## config.mk

```make
export PLATFORM = sky130hd
export DESIGN_NAME = rau_ctrl
export DESIGN_NICKNAME = d
export VERILOG_FILES = /design/src/hdl/rau_pkg.sv /design/src/hdl/rau_ctrl.sv
export SDC_FILE = /design/constraint.sdc
export NUM_CORES = 1
export LEC_CHECK = 0
export BUFFER_PORTS_ARGS = -buffer_cell sky130_fd_sc_hd__buf_2
export CORE_MARGIN = 2
export CORE_UTILIZATION = 40
export DETAILED_ROUTE_END_ITERATION = 7
export PLACE_DENSITY_LB_ADDON = 0.05
export SYNTH_ARGS = -nofsm -noshare
export SYNTH_HDL_FRONTEND = slang
export SYNTH_SLANG_ARGS = --single-unit
```

## constraint.sdc

```tcl
create_clock -name clk -period 4.1 [get_ports clk]
set_input_delay 0.205 -clock clk [delete_from_list [all_inputs] [get_ports clk]]
set_output_delay 0.205 -clock clk [all_outputs]
set_load 0.01 [all_outputs]
```

## src/hdl/rau_pkg.sv

```systemverilog
// package for the rational arithmetic unit: payload types, opcodes, commands
`timescale 1ns / 1ps
package rau_pkg;

  localparam int WordBitsDefault = 32;

  localparam logic [2:0] OP_NORM = 3'd0;
  localparam logic [2:0] OP_ADD  = 3'd1;
  localparam logic [2:0] OP_SUB  = 3'd2;
  localparam logic [2:0] OP_MUL  = 3'd3;
  localparam logic [2:0] OP_DIV  = 3'd4;
  localparam logic [2:0] OP_CMP  = 3'd5;

  typedef struct packed {
    logic        [2:0]  opcode;
    logic signed [31:0] a_num;
    logic signed [31:0] a_den;
    logic signed [31:0] b_num;
    logic signed [31:0] b_den;
  } in_item_t;

  typedef struct packed {
    logic signed [31:0] res_num;
    logic signed [31:0] res_den;
    logic               den_zero_error;
    logic               a_greater;
    logic               a_less;
    logic               a_equal;
  } out_item_t;

  // controller to datapath
  typedef struct packed {
    logic load;      // capture operands
    logic prod;      // register cross products
    logic form;      // form n, d and flags
    logic gcd_init;  // start gcd remainder chain
    logic div_step;  // one restoring division bit
    logic div_init;  // start a new division
    logic div_next;  // pick next division (gcd step or quotient)
    logic emit;      // move result into output register
  } rau_cmd_t;

  // datapath to controller
  typedef struct packed {
    logic need_gcd;   // result to reduce, n and d both positive
    logic div_done;   // last bit of current division
    logic gcd_done;   // remainder reached zero
    logic quot_done;  // both quotients finished
  } rau_sts_t;

endpackage

```

## src/hdl/rau_ctrl.sv

```systemverilog
// controller state machine sequencing products, gcd and reduction
`timescale 1ns / 1ps
module rau_ctrl import rau_pkg::*; (
  input  logic     clk,
  input  logic     rst,
  input  logic     in_valid,
  output logic     in_ready,
  output logic     out_valid,
  input  logic     out_ready,
  input  rau_sts_t sts,
  output rau_cmd_t cmd
);

  typedef enum logic [6:0] {
    S_IDLE = 7'b0000001,
    S_PROD = 7'b0000010,
    S_FORM = 7'b0000100,
    S_FIX  = 7'b0001000,
    S_DINI = 7'b0010000,
    S_DIV  = 7'b0100000,
    S_EMIT = 7'b1000000
  } state_t;

  state_t state, state_next;
  logic   out_valid_next;
  logic   step_last;  // last divide step happened in the previous cycle

  // accept new work in idle when the output slot is free or being drained
  assign in_ready = (state == S_IDLE) && (!out_valid || out_ready);

  always_comb begin
    cmd = '0;
    state_next = state;
    out_valid_next = out_valid && !out_ready;
    case (state)
      S_IDLE: if (in_valid && in_ready) begin
        cmd.load = 1'b1;
        state_next = S_PROD;
      end
      S_PROD: begin cmd.prod = 1'b1; state_next = S_FORM; end
      S_FORM: begin cmd.form = 1'b1; state_next = S_FIX; end
      S_FIX: begin
        cmd.gcd_init = 1'b1;
        state_next = sts.need_gcd ? S_DINI : S_EMIT;
      end
      S_DINI: begin
        // close out the division just finished before picking the next one
        if (step_last) cmd.div_next = 1'b1;
        else if (sts.quot_done) state_next = S_EMIT;
        else begin
          cmd.div_init = 1'b1;
          state_next = S_DIV;
        end
      end
      S_DIV: begin
        cmd.div_step = 1'b1;
        if (sts.div_done) state_next = S_DINI;
      end
      S_EMIT: if (!out_valid || out_ready) begin
        cmd.emit = 1'b1;
        out_valid_next = 1'b1;
        state_next = S_IDLE;
      end
      default: state_next = S_IDLE;
    endcase
  end

  always_ff @(posedge clk) begin
    if (rst) begin
      state <= S_IDLE;
      out_valid <= 1'b0;
      step_last <= 1'b0;
    end else begin
      state <= state_next;
      out_valid <= out_valid_next;
      step_last <= (state == S_DIV) && sts.div_done;
    end
  end

  a_onehot: assert property (@(posedge clk) disable iff (rst) $onehot(state))
    else $error("state not one-hot");
  a_emit_idle: assert property (@(posedge clk) disable iff (rst)
    cmd.emit |=> state == S_IDLE && out_valid)
    else $error("emit did not raise out_valid");
  a_load_prod: assert property (@(posedge clk) disable iff (rst)
    cmd.load |=> state == S_PROD)
    else $error("load not followed by products");

endmodule
```

=== After elaboration in Yosys (flattened, before gate mapping) ===
Cells that the tools add are included.

* Logic and storage cells: 43
* Input port bits: 8
* Output and inout bits: 10
* Register bits: 9

* Equal/unequal tests: 11
* Reductions and logical operators: 8
* Mux-type cells: 21

{| class="wikitable"
|+ Operator list
! operator !! count
|-
| $pmux 7 s7 || 1
|-
| $mux 7 || 6
|-
| $mux 1 || 13
|-
| $eq 7x1->1 const B || 1
|-
| $eq 7x2->1 const B || 1
|-
| $eq 7x3->1 const B || 1
|-
| $eq 7x4->1 const B || 1
|-
| $eq 7x5->1 const B || 1
|-
| $eq 7x6->1 const B || 1
|-
| $eq 7x7->1 const B || 1
|-
| $ne 2x2->1 const B || 3
|-
| $logic_and 1x1->1 || 4
|-
| $reduce_and 4->1 || 1
|-
| $logic_not 1->1 || 2
|-
| $mux 2 || 1
|-
| $ne 2x1->1 const B || 1
|-
| $logic_or 1x1->1 || 1
|}

=== Depth between registers and ports, before layout ===
* Depth after elaboration: 6
* Gate-level depth with buffers: 5
* Mapped depth without buffers: 4

=== Worst setup path before layout ===
No wires, ideal clock.

* Kind: flip-flop to flip-flop
* From: register state[0]
* To: register state[0]
* Slack: 2404 ps
* Cell stages (with the launch flop): 5
* Period minus slack after synthesis: 1696 ps
* Library setup time: 122 ps
* Data required time: 3978 ps
* Data arrival time: 1574 ps
* Path buffers: 0
* Cells stage by stage: dfxtp_1 > or4_4 > nor4b_4 > nor2_2 > a311o_1

* Longest elaborated chain between the ends: 5
* Elaborated cells on any way between the ends: 15
* Classes of those cells: 11 x eq/ne; 1 x mux; 3 x reduce/logical

{| class="wikitable"
|+ RTL lines
! what !! RTL line !! RTL
|-
| from (decl) || rau_ctrl.sv:24 || <nowiki>state_t state, state_next;</nowiki>
|-
| from (signal assigned) || rau_ctrl.sv:74 || <nowiki>state <= state_next;</nowiki>
|-
| $eq 7x1->1 || rau_ctrl.sv:29, rau_ctrl.sv:35 ||
|-
| $logic_and 1x1->1 || rau_ctrl.sv:29 || <nowiki>assign in_ready = (state == S_IDLE) && (!out_valid || out_ready);</nowiki>
|-
| $logic_and 1x1->1 || rau_ctrl.sv:36 || <nowiki>S_IDLE: if (in_valid && in_ready) begin</nowiki>
|-
| $ne 2x1->1 (no source line) || n/a ||
|-
| $reduce_and 4->1 (no source line) || n/a ||
|}

Parallel ways exist; a longest one is shown, timed or not.
A chain may end at the register's enable or synchronous reset.

==> metrics <==
GR Util met1=just over 20%; H-Tree Depth=1; sequential fraction of the synthesis area=31.6%; RR Endpoint=state[0]; CTS buffer count=3; HP Class=primary input to register; Final period util=a little over half; die width=around 42 um; number of I/O pins=18; Worst Hold Depth=3; met3 usage=4.35%; Syn Inst Count=slightly below 70; switching power=between 0.05 and 0.06 mW; Final Cell Area=slightly below 700 um2; max_cap viols=0; top cells by area, synth=dfxtp_1 (32%), nor2_1 (7.3%), nand2b_1 (5.5%); most common cell in the netlist=nor2_1; Seq cells post-synth=9; Netlist cell types=32; crit path max fanout=7; ys async rst share=0%; routed via count=approximately 550; Clock Latency Late Sink=~270 ps; Mean Syn Cell Area=between 8 and 9 um2; dpl cells=97; Pwr Density=288 nW/um2; starting density of the core=a little over two fifths; first-pass GRT wire length=about 2.0 mm; Pre-antenna DRT Iters=4; CTS root buf=clkbuf_4; CTS Buffer Depth=2; die area=roughly 1700 um2; non-filler instance count after layout=about 100; Peak Freq=between 0.4 and 0.5 GHz; initial antenna violation count=0; Tightest Pin Transition=about 480 ps; Final Skew=~9.9 ps; worst reg-to-reg setup slack=between 2000 and 2500 ps; clock share of power=between 30% and 40%; reg2reg path depth=4; RSZ-0062 raised after global routing=false; n_diodes=0; setup bufs post-CTS=0; grt total ovfl=0; Switching Fraction=28.0%; WP data arrival=between 1500 and 2000 ps; # hold bufs at CTS=0; Final TNS setup=0 ps; Iter 0 DRT Violations=6; DP HPWL=938 um; Crit Path Category=register to output pin; worst slack, placed=between 2000 and 2500 ps; GPL Wtd Cong=0.746; Final Hold Viols=0; # DRC=0; via/cell ratio=5.42; Synth area leader=dfxtp_1; GRT Overall Usage=roughly 15%; Comb power frac=between 10% and 20%; overall die height=between 40 and 50 um; core area=about 1300 um2; vias in the first global route=roughly 470; fin util=about 52%; post-synth top area share=31.6%; Setup-failing EPs final=0; Final ANT Viol Nets=0; Area growth syn-to-layout=19.8%; internal power=approximately 0.14 mW; dpl cell area=between 600 and 700 um2; Peak VDD IR=approximately 0.16 mV; Worst setup SP type=register; Period minus WS final=about 2200 ps; CP endpoint kind=output pin; register share of total power=a little under half; largest net degree at the start of global routing=11; M2 GR Usage=around 20%; EDFF count, synth=0; total power=a little under 0.2 mW; hold path endpoint=state[1]; Reg clk slew, reported paths=approximately 60 ps; post-cts resize count=0; Buffers on Ports=16; Critical Path RT=roughly 3900 ps; Pleak=about 0.28 nW; r2r startpoint=state[1]; share of cells above drive strength 1=roughly 30%; Clock Sinks=9; status=completed; NumNets Final=95; wirelength, routed=1.22 mm; Post-synth top cells=nor2_1 (11), dfxtp_1 (9), nand2b_1 (5), nand2_1 (4); post-route setup slack=~1900 ps; Yosys warnings=0; Final Slew Violations=0; CTS tree=done; fill cell count=about 130; wire per inst=between 10 and 15 um; Row Count=13; gr busiest metal=met1; headroom to the max-slew limit=67.9%; critical hold path startpoint=in_valid; Hold WS=196 ps; Mapped Area=569 um2; post-synth net total=between 70 and 80; ys flop type=dfxtp_1
==> sequential cells by signal (all words and copies together) (netlist names) <==
signal     flops
out_valid      1
step_last      1
state          7
==> how the worst max path moves through the flow <==
stage / from / cells after the start / slack (ps) / to
floorplan: state[0] / 4 / 2400 / state[0]
detailed placement: state[1] / 4 / 2210 / cmd[1]
global route: state[1] / 5 / 1800 / cmd[2]
finish: state[1] / 4 / 1940 / cmd[1]
global placement: state[1] / 4 / 2230 / cmd[1]
CTS: state[1] / 4 / 1920 / cmd[1]
==> metal layers <==
layer / up-vias / share of wire (%) / wire [um]
li1: 289 / - / -
met1: 243 / 55 / 665
met2: 13 / 40 / 486
met3: 2 / 4.3 / 52
met4: 0 / 0.99 / 12
met5: - / 0 / 0
==> power groups by stage <==
stage | Clock, mW | Combinational, mW | Sequential, mW
6_report | 0.0728 | 0.0305 | 0.0930
5_1_grt | 0.0775 | 0.0343 | 0.0934
4_1_cts | 0.0723 | 0.0308 | 0.0929
3_5_place_dp | 0 | 0.0306 | 0.0948
3_3_place_gp | 0 | 0.0308 | 0.0950
2_1_floorplan | 0 | 0.0220 | 0.0940
==> layout make-up <==
type,count,area [um2],area share [%]
Tap cell,15,18.8,2.75
Timing Repair Buffer,16,80.1,11.7
Sequential cell,9,180,26.4
Multi-Input combinational cell,55,369,54.1
Clock buffer,4,26.3,3.85
Inverter,2,7.51,1.10
==> critical path, stage by stage, from the launching register on <==
cell     delay (ps)
dfxtp_1         370
or4_4           570
nor4b_2         430
and2_2          210
buf_2           120
==> logic make-up (layout without fill, tap and decap cells) <==
family | count (synthesis) | in the layout | synth area share (%)
simple gates | 43 | 43 | 49.5
flops | 9 | 9 | 31.6
buf+inv | 4 | 22 | 3.52
mux | 1 | 1 | 1.76
compound gates | 11 | 11 | 13.6
==> cells in the final DEF, fill, tap and decap left out, drive strengths merged, types with 2 or more instances in the layout <==
cell	n
buf	16
nor2	12
dfxtp	9
nand2b	5
nor4b	5
nand2	4
clkbuf	4
nand3	3
a21oi	3
nor3	2
and2	2
inv	2
nor4	2
and3b	2
Power figures use the tool's default switching activity.
